**config.mk**
```make
export PLATFORM = sky130hd
export DESIGN_NAME = sliding_median_filter_1d_flat
export DESIGN_NICKNAME = d
export VERILOG_FILES = /design/src/rtl/smf_pkg.sv /design/src/rtl/smf_in_if.sv /design/src/rtl/smf_out_if.sv /design/src/rtl/smf_cfg_if.sv /design/src/rtl/sliding_median_filter_1d.sv /design/src/rtl/smf_sort_cell.sv /design/src/flat_wrapper.sv
export VERILOG_INCLUDE_DIRS = /design/src /design/src/rtl
export SDC_FILE = /design/constraint.sdc
export NUM_CORES = 2
export LEC_CHECK = 0
export BUFFER_PORTS_ARGS = -buffer_cell sky130_fd_sc_hd__buf_2
export CAP_MARGIN = 40
export CORE_MARGIN = 10
export CORE_UTILIZATION = 24
export CTS_BUF_LIST = sky130_fd_sc_hd__clkbuf_2 sky130_fd_sc_hd__clkbuf_4 sky130_fd_sc_hd__clkbuf_8
export CTS_CLUSTER_SIZE = 16
export DETAILED_ROUTE_END_ITERATION = 10
export GPL_ROUTABILITY_DRIVEN = 0
export PLACE_DENSITY = 0.49
export SLEW_MARGIN = 20
export SYNTH_ARGS = -nofsm -noshare
export SYNTH_HDL_FRONTEND = slang
export SYNTH_SLANG_ARGS = --single-unit
```
**constraint.sdc**
```tcl
create_clock -name clk -period 22.4 [get_ports clk]
set_input_delay 1.12 -clock clk [delete_from_list [all_inputs] [get_ports clk]]
set_output_delay 1.12 -clock clk [all_outputs]
set_load 0.005 [all_outputs]
```
**src/rtl/assert_macros.svh**
```systemverilog
// Assertion helpers shared by the RTL.
// Define ASSERT_OFF to compile the checks out.
`ifndef ASSERT_MACROS_SVH
`define ASSERT_MACROS_SVH

`ifndef ASSERT_OFF

// Check a property on every rising edge outside reset.
`define ASSERT_CLK(lbl, clk, rst, prop, msg) \
  lbl: assert property (@(posedge clk) disable iff (rst) (prop)) else $error(msg);

// Check a property on every rising edge, reset included.
`define ASSERT_ALWAYS(lbl, clk, prop, msg) \
  lbl: assert property (@(posedge clk) (prop)) else $error(msg);

`else

`define ASSERT_CLK(lbl, clk, rst, prop, msg)
`define ASSERT_ALWAYS(lbl, clk, prop, msg)

`endif

`endif

```
**src/rtl/smf_pkg.sv**
```systemverilog
package smf_pkg;

  localparam int MAX_HALF    = 7;
  localparam int SAMPLE_BITS = 32;
  localparam int HALF_BITS   = 3;
  localparam int HALF_RESET  = 2;
  localparam int DEPTH       = 2 * MAX_HALF + 1;
  localparam int CNT_BITS    = $clog2(DEPTH + 1);
  localparam int IDX_BITS    = $clog2(DEPTH);

  typedef logic [SAMPLE_BITS-1:0] sample_t;
  typedef logic [CNT_BITS-1:0]    cnt_t;
  typedef logic [IDX_BITS-1:0]    idx_t;
  typedef logic [HALF_BITS-1:0]   half_t;

  // Word passed from one sort cell to the next.
  typedef struct packed {
    logic    valid;
    logic    after;  // incoming sample belongs at or before this cell
    sample_t value;
  } link_t;

  typedef enum logic [2:0] {
    S_IDLE,
    S_CHECK,
    S_FEED,
    S_PICK,
    S_SUM
  } state_t;

  // Clamp the configured half width to what the store can hold.
  function automatic cnt_t eff_half(input half_t h);
    if (int'(h) > MAX_HALF) begin
      return CNT_BITS'(MAX_HALF);
    end
    return CNT_BITS'(h);
  endfunction

endpackage

```
**src/rtl/smf_in_if.sv**
```systemverilog
interface smf_in_if import smf_pkg::*; ();
  logic    valid;
  logic    ready;
  sample_t sample;
  logic    last_sample;

  modport source (output valid, output sample, output last_sample, input ready);
  modport sink (input valid, input sample, input last_sample, output ready);
endinterface

```
**src/rtl/smf_out_if.sv**
```systemverilog
interface smf_out_if import smf_pkg::*; ();
  logic    valid;
  logic    ready;
  sample_t median_value;
  logic    last_result;

  modport source (output valid, output median_value, output last_result, input ready);
  modport sink (input valid, input median_value, input last_result, output ready);
endinterface

```
**src/rtl/smf_cfg_if.sv**
```systemverilog
interface smf_cfg_if import smf_pkg::*; ();
  logic  valid;
  logic  ready;
  half_t half_width;

  modport source (output valid, output half_width, input ready);
  modport sink (input valid, input half_width, output ready);
endinterface

```
**src/rtl/sliding_median_filter_1d.sv**
```systemverilog
// Sliding median filter over a stream of unsigned counts.
// stream: sample words in, last_sample marks the end of a stream.
// result: one median word per input sample, last_result on the final one.
// cfg: half_width write port, always ready; write it only while idle.
// Result i is the median of samples i-h .. i+h, cut short at both stream
// ends; an even-length window gives the floor of the mean of its middle pair.
// Result i leaves once sample i+h has been taken; the last sample flushes
// every result still pending, so one sample may release up to h+1 words,
// or up to MAX_HALF+1 (8) right after half_width has been made smaller.
// A sample is taken in S_IDLE and checked in the next cycle, in S_CHECK.
// Each released word then passes a setup step (S_CHECK), the insertion of
// its n window samples (n up to 2h+1) through the sorting chain, a select
// step and the load of the output register. The sorting chain is the
// bottleneck.
// A stalled receiver holds the output register; the block then waits in
// its output stage and takes no new sample until the word is gone.
// Reset: half_width returns to 2, all counts clear, no result pending.
module sliding_median_filter_1d import smf_pkg::*; (
  input logic        clk,
  input logic        rst,
  smf_in_if.sink     stream,
  smf_out_if.source  result,
  smf_cfg_if.sink    cfg
);
`include "assert_macros.svh"

  state_t  state, state_next;
  half_t   half_width;
  sample_t store [DEPTH];
  cnt_t    rc, pc, h_w, n_r;
  logic    last_w;
  idx_t    idx, hi_r;
  sample_t mid_a, mid_b;
  logic    out_valid;
  sample_t out_data;
  logic    out_last;

  logic    accept, out_free, go;
  cnt_t    rc_inc, pc_inc, pc_new;
  cnt_t    d, lo, hi, rc_m1, n, sel_a, sel_b;
  logic [CNT_BITS:0]    hi_full;
  logic [SAMPLE_BITS:0] pair_sum;

  link_t   links [DEPTH+1];
  sample_t chain_val [DEPTH];
  logic [DEPTH-1:0] chain_valid;
  logic    chain_clear, chain_ins;
  sample_t feed_x;

  assign cfg.ready    = 1'b1;
  assign stream.ready = (state == S_IDLE);
  assign accept       = stream.valid && stream.ready;
  assign out_free     = !out_valid || result.ready;

  assign result.valid        = out_valid;
  assign result.median_value = out_data;
  assign result.last_result  = out_last;

  // Counts after taking a sample; pending never exceeds received.
  assign rc_inc = (rc == CNT_BITS'(DEPTH)) ? rc : rc + 1'b1;
  assign pc_inc = (pc == CNT_BITS'(DEPTH)) ? pc : pc + 1'b1;
  assign pc_new = (pc_inc > rc_inc) ? rc_inc : pc_inc;

  // Window of the oldest pending sample, offset d from the newest.
  assign go      = last_w ? (pc != '0) : (pc > h_w);
  assign d       = pc - 1'b1;
  assign lo      = (d > h_w) ? d - h_w : '0;
  assign hi_full = {1'b0, d} + {1'b0, h_w};
  assign rc_m1   = rc - 1'b1;
  assign hi      = (hi_full > {1'b0, rc_m1}) ? rc_m1 : hi_full[CNT_BITS-1:0];
  assign n       = hi - lo + 1'b1;

  // Middle pair of the sorted window; odd lengths pick the same cell twice.
  assign sel_a    = (n_r - 1'b1) >> 1;
  assign sel_b    = n_r >> 1;
  assign pair_sum = {1'b0, mid_a} + {1'b0, mid_b};

  assign chain_clear = (state == S_CHECK);
  assign chain_ins   = (state == S_FEED);
  assign feed_x      = store[idx];
  assign links[0]    = '0;

  // Insertion sort chain: one window sample enters per cycle.
  for (genvar g = 0; g < DEPTH; g++) begin : g_cell
    smf_sort_cell u_cell (
      .clk   (clk),
      .rst   (rst),
      .clear (chain_clear),
      .ins   (chain_ins),
      .x     (feed_x),
      .prev  (links[g]),
      .link  (links[g+1])
    );
    assign chain_val[g]   = links[g+1].value;
    assign chain_valid[g] = links[g+1].valid;
  end

  always_ff @(posedge clk) begin
    if (rst) begin
      state <= S_IDLE;
    end else begin
      state <= state_next;
    end
  end

  always_comb begin
    state_next = state;
    case (state)
      S_IDLE: begin
        if (accept) begin
          state_next = S_CHECK;
        end
      end
      S_CHECK: begin
        state_next = go ? S_FEED : S_IDLE;
      end
      S_FEED: begin
        if (idx == hi_r) begin
          state_next = S_PICK;
        end
      end
      S_PICK: begin
        state_next = S_SUM;
      end
      S_SUM: begin
        if (out_free) begin
          state_next = S_CHECK;
        end
      end
      default: begin
        state_next = S_IDLE;
      end
    endcase
  end

  // Control registers.
  always_ff @(posedge clk) begin
    if (rst) begin
      half_width <= HALF_BITS'(HALF_RESET);
      rc         <= '0;
      pc         <= '0;
      out_valid  <= 1'b0;
    end else begin
      if (cfg.valid && cfg.ready) begin
        half_width <= cfg.half_width;
      end
      if (accept) begin
        rc <= rc_inc;
        pc <= pc_new;
      end
      // end of stream: drop the counts once every word is out
      if (state == S_CHECK && !go && last_w) begin
        rc <= '0;
        pc <= '0;
      end
      if (state == S_SUM && out_free) begin
        out_valid <= 1'b1;
        pc        <= pc - 1'b1;
      end else if (result.ready) begin
        out_valid <= 1'b0;
      end
    end
  end

  // Datapath registers.
  always_ff @(posedge clk) begin
    if (accept) begin
      store[0] <= stream.sample;
      for (int i = 1; i < DEPTH; i++) begin
        store[i] <= store[i-1];
      end
      h_w    <= eff_half(half_width);
      last_w <= stream.last_sample;
    end
    if (state == S_CHECK && go) begin
      idx  <= lo[IDX_BITS-1:0];
      hi_r <= hi[IDX_BITS-1:0];
      n_r  <= n;
    end
    if (state == S_FEED) begin
      idx <= idx + 1'b1;
    end
    if (state == S_PICK) begin
      mid_a <= chain_val[sel_a[IDX_BITS-1:0]];
      mid_b <= chain_val[sel_b[IDX_BITS-1:0]];
    end
    if (state == S_SUM && out_free) begin
      out_data <= pair_sum[SAMPLE_BITS:1];
      out_last <= last_w && (pc == CNT_BITS'(1));
    end
  end

  `ASSERT_CLK(a_pend_le_recv, clk, rst, pc <= rc, "pending count exceeds received count")
  `ASSERT_CLK(a_pend_bound, clk, rst, pc <= CNT_BITS'(MAX_HALF + 1), "pending count out of range")
  `ASSERT_CLK(a_take_check, clk, rst, accept |=> state == S_CHECK, "accepted word not checked")
  `ASSERT_CLK(a_feed_range, clk, rst, state == S_FEED |-> idx <= hi_r, "feed index beyond window")
  `ASSERT_CLK(a_chain_fill, clk, rst, state == S_PICK |-> $countones(chain_valid) == int'(n_r), "sort chain fill differs from window length")

endmodule

```
**src/rtl/smf_sort_cell.sv**
```systemverilog
module smf_sort_cell import smf_pkg::*; (
  input  logic    clk,
  input  logic    rst,
  input  logic    clear,
  input  logic    ins,
  input  sample_t x,
  input  link_t   prev,
  output link_t   link
);

  logic    valid;
  sample_t value;

  assign link.valid = valid;
  assign link.value = value;
  assign link.after = !valid || (value > x);

  always_ff @(posedge clk) begin
    if (rst || clear) begin
      valid <= 1'b0;
    end else if (ins) begin
      if (prev.after) begin
        // left neighbour moves right to make room
        valid <= prev.valid;
      end else if (link.after) begin
        valid <= 1'b1;
      end
    end
  end

  always_ff @(posedge clk) begin
    if (ins) begin
      if (prev.after) begin
        value <= prev.value;
      end else if (link.after) begin
        value <= x;
      end
    end
  end

endmodule

```
**src/flat_wrapper.sv**
```systemverilog
// flat-port wrapper written by rule: the top's interface ports become plain ports
module sliding_median_filter_1d_flat import smf_pkg::*;
  (clk, rst, stream_valid, stream_sample, stream_last_sample, stream_ready, result_valid, result_median_value, result_last_result, result_ready, cfg_valid, cfg_half_width, cfg_ready);
  smf_in_if stream_i ();
  smf_out_if result_i ();
  smf_cfg_if cfg_i ();
  input logic clk;
  input logic rst;
  input wire logic [$bits(stream_i.valid)-1:0] stream_valid;
  input wire logic [$bits(stream_i.sample)-1:0] stream_sample;
  input wire logic [$bits(stream_i.last_sample)-1:0] stream_last_sample;
  output wire logic [$bits(stream_i.ready)-1:0] stream_ready;
  output wire logic [$bits(result_i.valid)-1:0] result_valid;
  output wire logic [$bits(result_i.median_value)-1:0] result_median_value;
  output wire logic [$bits(result_i.last_result)-1:0] result_last_result;
  input wire logic [$bits(result_i.ready)-1:0] result_ready;
  input wire logic [$bits(cfg_i.valid)-1:0] cfg_valid;
  input wire logic [$bits(cfg_i.half_width)-1:0] cfg_half_width;
  output wire logic [$bits(cfg_i.ready)-1:0] cfg_ready;
  assign stream_i.valid = stream_valid;
  assign stream_i.sample = stream_sample;
  assign stream_i.last_sample = stream_last_sample;
  assign stream_ready = stream_i.ready;
  assign result_valid = result_i.valid;
  assign result_median_value = result_i.median_value;
  assign result_last_result = result_i.last_result;
  assign result_i.ready = result_ready;
  assign cfg_i.valid = cfg_valid;
  assign cfg_i.half_width = cfg_half_width;
  assign cfg_ready = cfg_i.ready;
  sliding_median_filter_1d u_core (.clk(clk), .rst(rst), .stream(stream_i), .result(result_i), .cfg(cfg_i));
endmodule
```
Yosys cells after proc, flatten, opt, wreduce, memory -nomap -nowiden. Memories as Yosys holds them, arrays and structs flattened. A register that Yosys moved wholly into a read port is not among the register bits. Cells that the tools add are included.

$mul: 0. Bitwise operators: 2. Shift operators: 0. Divide/modulo/power cells: 0. Order comparisons: 21. Add/sub/neg operators: 11. Reduce and logical (&&, ||, !) cells: 76. Muxes and demuxes: 83. Equality and inequality tests: 11.

Operators by type and width (number): two-way mux 32 bit (32); greater-than comparator 32 bit (15); binary-select mux 32 bit (select 4 bit) (2); two-way mux 4 bit (11); adder 32 x 32 -> 33 bit (1); two-way mux 1 bit (33); nonzero test 2 bit (16); AND reduction 2 bit (15); logical NOT 1 bit (17); logical OR 1 bit (17); adder 4 x 1 -> 4 bit (second input constant) (4); one-hot mux 3 bit (5 select lines) (1); subtractor 4 x 1 -> 4 bit (second input constant) (3); greater-or-equal comparator 5 bit (second input constant) (2); inverter 3 -> 5 bit (2); two-way mux 3 bit (3); equality test 4 bit (second input constant) (2); greater-than comparator 4 x 3 -> 1 bit (2); equality test 3 x 2 -> 1 bit (second input constant) (2); logical AND 1 bit (6); adder 4 x 3 -> 5 bit (1); greater-than comparator 5 x 4 -> 1 bit (1); equality test 4 x 1 -> 1 bit (second input constant) (1); equality test 4 bit (1); other kinds (13) (14).

Logic and storage cells: 249. Input port bits: 41. Memory bits (read-only): 0. Bits in writable memories: 480. Bits in latches: 0. Output and inout bits: 36. Memories kept: 1. Register bits after elaboration: 623.

Memory list: u_core.store (depth 15, width 32, rd ports 15, clocked after memory_dff 1, wr ports 15, line sliding_median_filter_1d.sv:29) `sample_t store [DEPTH];`.

Longest topological paths before layout.
Word-level depth: 7. Mapped depth: 22. Gate-level depth less buffers: 22.

Modules after synthesis. From an unflattened synthesis, not the netlist that was laid out.

Cells, all modules: 3348. Area, all modules: 45892.8 sq um.

Modules (own cells, without submodules): sliding_median_filter_1d (area an instance 28736.3 sq um, times used 1, cells an instance 1548, seq. area each 18187.4 sq um); smf_sort_cell (area an instance 2144.6 sq um, times used 8, cells an instance 225, seq. area each 980.9 sq um).

Worst setup path before layout. No wires, ideal clock.

Kind: input-to-reg. Start: input stream_valid. End: register u_core.rc[0]. Data required time: 22273 ps. Stages: 5. Path buffers: 0. Slack: 10680 ps. Arrival: 11594 ps. Cell sequence: nand2_1 > inv_1 > nand2_1 > xnor2_1 > nor2_1.

Cells in the longest elaborated chain, start to end: 1.

RTL lines: start, declared (line flat_wrapper.sv:9) `input wire logic [$bits(stream_i.valid)-1:0] stream_valid;`; logical AND 1 bit (line sliding_median_filter_1d.sv:52) `assign accept = stream.valid && stream.ready;`; net u_core.accept (line sliding_median_filter_1d.sv:38) `logic accept, out_free, go;`; end signal, assigned (line sliding_median_filter_1d.sv:148) `rc <= rc_inc;`; end, declared (line sliding_median_filter_1d.sv:30) `cnt_t rc, pc, h_w, n_r;`.

The timed path passes the listed nets, and every way through them passes these cells. A chain may end at the register's enable or synchronous reset.

==> run summary <==
TritonRoute pass-1 iters - 5
Vias after detailed routing - 26,200
Combinational share of power - 38.6%
Largest fanout on the critical path - 61
Largest cells by area after synthesis - sky130_fd_sc_hd__edfxtp_1 (56%), sky130_fd_sc_hd__mux4_2 (13%), sky130_fd_sc_hd__ha_1 (8.8%), sky130_fd_sc_hd__mux2_2 (6.6%), sky130_fd_sc_hd__a21oi_1 (1.5%)
Power share of the sequential group - 36.2%
Fin crit period - 7.25 ns
Max-cap violation count - 0
First-iteration detailed-routing DRC count - 2,205
Total nets after synthesis - 3,158
I/O pin count - 77
Setup CP Type - reg2reg
Final worst path period share - 32.4%
Horizontal die dimension - 454 um
Hold-critical path depth - 0
FF-to-FF path depth - 18
DRC - 0
Clock edge transition at the registers on the reported setup and hold paths - 0.06 ns
Data required time at the worst endpoint - 22.97 ns
Level count of the clock H-tree - 4
Post-CTS Setup Repair Bufs - 0
Count of placed standard cells including taps - 5,302
Worst slack at placement - 15.11 ns
Unrepaired setup endpoints after global routing - no
Antenna violations before repair - 2
Detailed-route wire length - 129,000 um
Maximum number of pins on one net before global-route repair - 183
Destination of the worst register-to-register timing path - u_core.g_cell[6].u_cell.value[12]
Layout Skew - 0.0788 ns
Mapped Cells - 2,796
Classification of the worst-slack hold path - reg2reg
Leading cell types in the layout, fill and taps excluded - sky130_fd_sc_hd__edfxtp_1 (849), sky130_fd_sc_hd__ha_1 (316), sky130_fd_sc_hd__mux2_2 (263), sky130_fd_sc_hd__mux4_2 (256), sky130_fd_sc_hd__clkbuf_8 (158)
Net switching share of the total power - 36.1%
Clock Power Share - 25.3%
Setup slack of the critical path after layout - 15.15 ns
Global-route wire length before repair - 190,000 um
Cts-stage hold buffer count - 0
Net switching power figure - 0.00212 W
Detailed-route wire length per cell - 23.0 um
Leakage power of the design - 18.1 nW
Worst relative slew slack - 33.4%
Synthesis-to-layout area growth - 15.1%
Overall die area - 206,000 um^2
Hold violation count in the final report - 0
CTS Buf Count - 156
Net count reported at finish - 3,328
Placed cell areas - 48,900 um^2
Number of unique standard cell types used by synthesis - 74
Run status - finished, final reports clean
# rows - 159
Vias in the first global route - 27,000
CP endpoint kind - flop
Clock latency on the worst-skew pair - 0.91 ns
Total negative setup slack - 0 ns
Antenna-violating nets left - 0
Number of warnings reported in the yosys synthesis log - 0
Clock Tree Root - sky130_fd_sc_hd__clkbuf_8
Transition time at the pin with the least slew margin - 0.999 ns
Leading cell type in the layout, fill and taps excluded - sky130_fd_sc_hd__edfxtp_1
Clock tree from TritonCTS - built
Total of cells resized after clock tree synthesis - 0
Starting density of the core - 24.1%
GRT Residual Overflow - 0
Number of buffers added on ports - 75
Setup violations, final - 0
Reg2reg setup slack - 15.15 ns
Final number of max-transition violations - 0
Num Clock Sinks - 876
Share of post-route cells with drive strength above 1 - 30.8%
Via density per instance - 4.70
Predominant post-synthesis flop cell - sky130_fd_sc_hd__edfxtp_1
P_int - 0.00375 W
Total routing resource utilization after global routing - 12.3%
Syn_area_per_cell - 16.2 um^2
Sequential cell area fraction in the yosys report - 57.6%
Layout Cell Area excl Fill - 52,000 um^2
Yosys reg bits - 876
CP arrival - 7.82 ns
Worst vdd rail ir drop - 0.0568 mV
Number of enable-type register cells in the synthesized netlist - 849
Power per cell area - 113 nW/um^2
Share of flip-flops with an asynchronous set or reset after synthesis - 0%
Nature of the critical path startpoint - flop
Post-synth design cell area - 45,200 um^2
Yosys top cell by area - sky130_fd_sc_hd__edfxtp_1
Startpoint of the worst hold path - u_core.store[2][19]
Core footprint - 187,000 um^2
Sum of net half-perimeters after detailed placement - 86,900 um
Final Non-Filler Cells - 5,588
End of the worst hold path - u_core.store[3][19]
Die H - 454 um
Maximum count of clock buffers along a single path - 3
Area share of the leading cell type in the synthesized netlist - 56.4%
Max Freq - 138 MHz
cells in the mapped netlist (13+ instances only):
library cell	n
sky130_fd_sc_hd__inv_1	77
sky130_fd_sc_hd__xor2_1	17
sky130_fd_sc_hd__mux2i_1	41
sky130_fd_sc_hd__xnor2_1	29
sky130_fd_sc_hd__mux2_4	28
sky130_fd_sc_hd__o21ai_0	94
sky130_fd_sc_hd__nand4_1	54
sky130_fd_sc_hd__edfxtp_1	849
sky130_fd_sc_hd__nand3_1	30
sky130_fd_sc_hd__nor2b_1	31
sky130_fd_sc_hd__ha_1	317
sky130_fd_sc_hd__a21o_1	70
sky130_fd_sc_hd__dfxtp_1	27
sky130_fd_sc_hd__mux4_2	256
sky130_fd_sc_hd__o21a_1	30
sky130_fd_sc_hd__buf_2	17
sky130_fd_sc_hd__nand2_1	109
sky130_fd_sc_hd__clkbuf_1	54
sky130_fd_sc_hd__nor3_1	19
sky130_fd_sc_hd__a21oi_1	136
sky130_fd_sc_hd__nor2_1	75
sky130_fd_sc_hd__nand2b_1	13
sky130_fd_sc_hd__mux2_2	263
sky130_fd_sc_hd__buf_1	33
power groups by stage:
stage / sequential (W) / combinational [W] / clock (W)
final: 0.00213 / 0.00227 / 0.00148
after global routing: 0.00214 / 0.00249 / 0.00163
after CTS: 0.00213 / 0.00228 / 0.00155
after detailed placement: 0.00216 / 0.00227 / 0
after global placement: 0.00216 / 0.00224 / 0
after floorplan: 0.00214 / 0.00154 / 0
through the flow:
| step | util [%] | total power [W] | hold slack, ns |
|---|---|---|---|
| after floorplan | - | 0.00368 | 0.401 |
| after global placement | 26.0 | 0.00439 | 0.422 |
| after detailed placement | 26.1 | 0.00442 | 0.425 |
| after CTS | 27.7 | 0.00596 | 0.314 |
| after global routing | 27.7 | 0.00625 | 0.343 |
| final | 27.7 | 0.00588 | 0.419 |
layer usage:
layer | up-vias | part of all wire (%) | GRT usage (%) | routed length, um
met2 | 623 | 46 | 19.0 | 58800
li1 | 11700 | - | - | -
met4 | 0 | 2.7 | 3.98 | 3500
met1 | 13700 | 47 | 17.3 | 61100
met3 | 173 | 4.1 | 2.22 | 5280
met5 | - | 0 | 0 | 0
logic make-up (layout without fill, tap and decap cells):
family / count (synthesis) / in the layout / share of synthesized area [%]
xor gates and xnor gates: 46 / 46 / 0.892
buffers and inverters: 188 / 483 / 1.69
muxes: 588 / 588 / 21.2
adders and majority gates: 321 / 321 / 8.96
other: 1 / 3 / 0.00830
DFF: 876 / 876 / 57.6
and+or+nand+nor: 381 / 381 / 4.23
AOI/OAI and AO/OA: 395 / 395 / 5.44
flip-flops by register name (all words and copies together), names as in the netlist, 4 cells and up, named ones only:
signal and cells:
u_core.g_cell.u_cell.valid 8, u_core.idx 4, u_core.mid_a 32, u_core.rc 4
u_core.store 480, u_core.n_r 4, u_core.g_cell.u_cell.value 256, u_core.hi_r 4
u_core.result.median_value 32, u_core.mid_b 32, u_core.pc 4
worst max-delay path, cell delays in order, from the launching register on:
cell	delay [ns]
sky130_fd_sc_hd__dfxtp_4	0.56
sky130_fd_sc_hd__buf_4	0.42
sky130_fd_sc_hd__buf_16	0.29
sky130_fd_sc_hd__buf_4	0.66
sky130_fd_sc_hd__mux4_2	0.40
sky130_fd_sc_hd__mux4_2	0.59
sky130_fd_sc_hd__inv_1	0.33
sky130_fd_sc_hd__ha_1	0.31
sky130_fd_sc_hd__a21o_1	0.16
sky130_fd_sc_hd__a21o_1	0.17
sky130_fd_sc_hd__a21oi_1	0.22
sky130_fd_sc_hd__o21ai_0	0.17
sky130_fd_sc_hd__a221o_1	0.40
sky130_fd_sc_hd__nand2_1	0.10
sky130_fd_sc_hd__o2111ai_1	0.21
sky130_fd_sc_hd__o21ai_4	0.56
sky130_fd_sc_hd__buf_4	0.56
sky130_fd_sc_hd__a21oi_4	0.32
sky130_fd_sc_hd__buf_4	0.37
worst max-delay path by stage:
stage                     depth (start not counted)         start                                end  slack, ns
final                                            18          flop  u_core.g_cell[6].u_cell.value[12]      15.15
after global routing                             18          flop  u_core.g_cell[6].u_cell.value[12]      14.89
after CTS                                        18          flop  u_core.g_cell[6].u_cell.value[12]      15.06
after detailed placement                         18          flop  u_core.g_cell[6].u_cell.value[19]      15.11
after global placement                           17          flop  u_core.g_cell[6].u_cell.value[19]      14.88
after floorplan                                   5  stream_valid                       u_core.rc[0]      10.68
cell type report:
type | instances | area [um^2]
Clock buffer | 213 | 2590
Antenna cell | 2 | 5.00
Timing Repair Buffer | 123 | 936
Tap cell | 2495 | 3120
Multi-Input combinational cell | 1732 | 18600
Clock inverter | 70 | 444
Fill cell | 19000 | 135000
Sequential cell | 876 | 26000
Inverter | 77 | 297
Note: power is estimated with default switching activity, not from simulation.
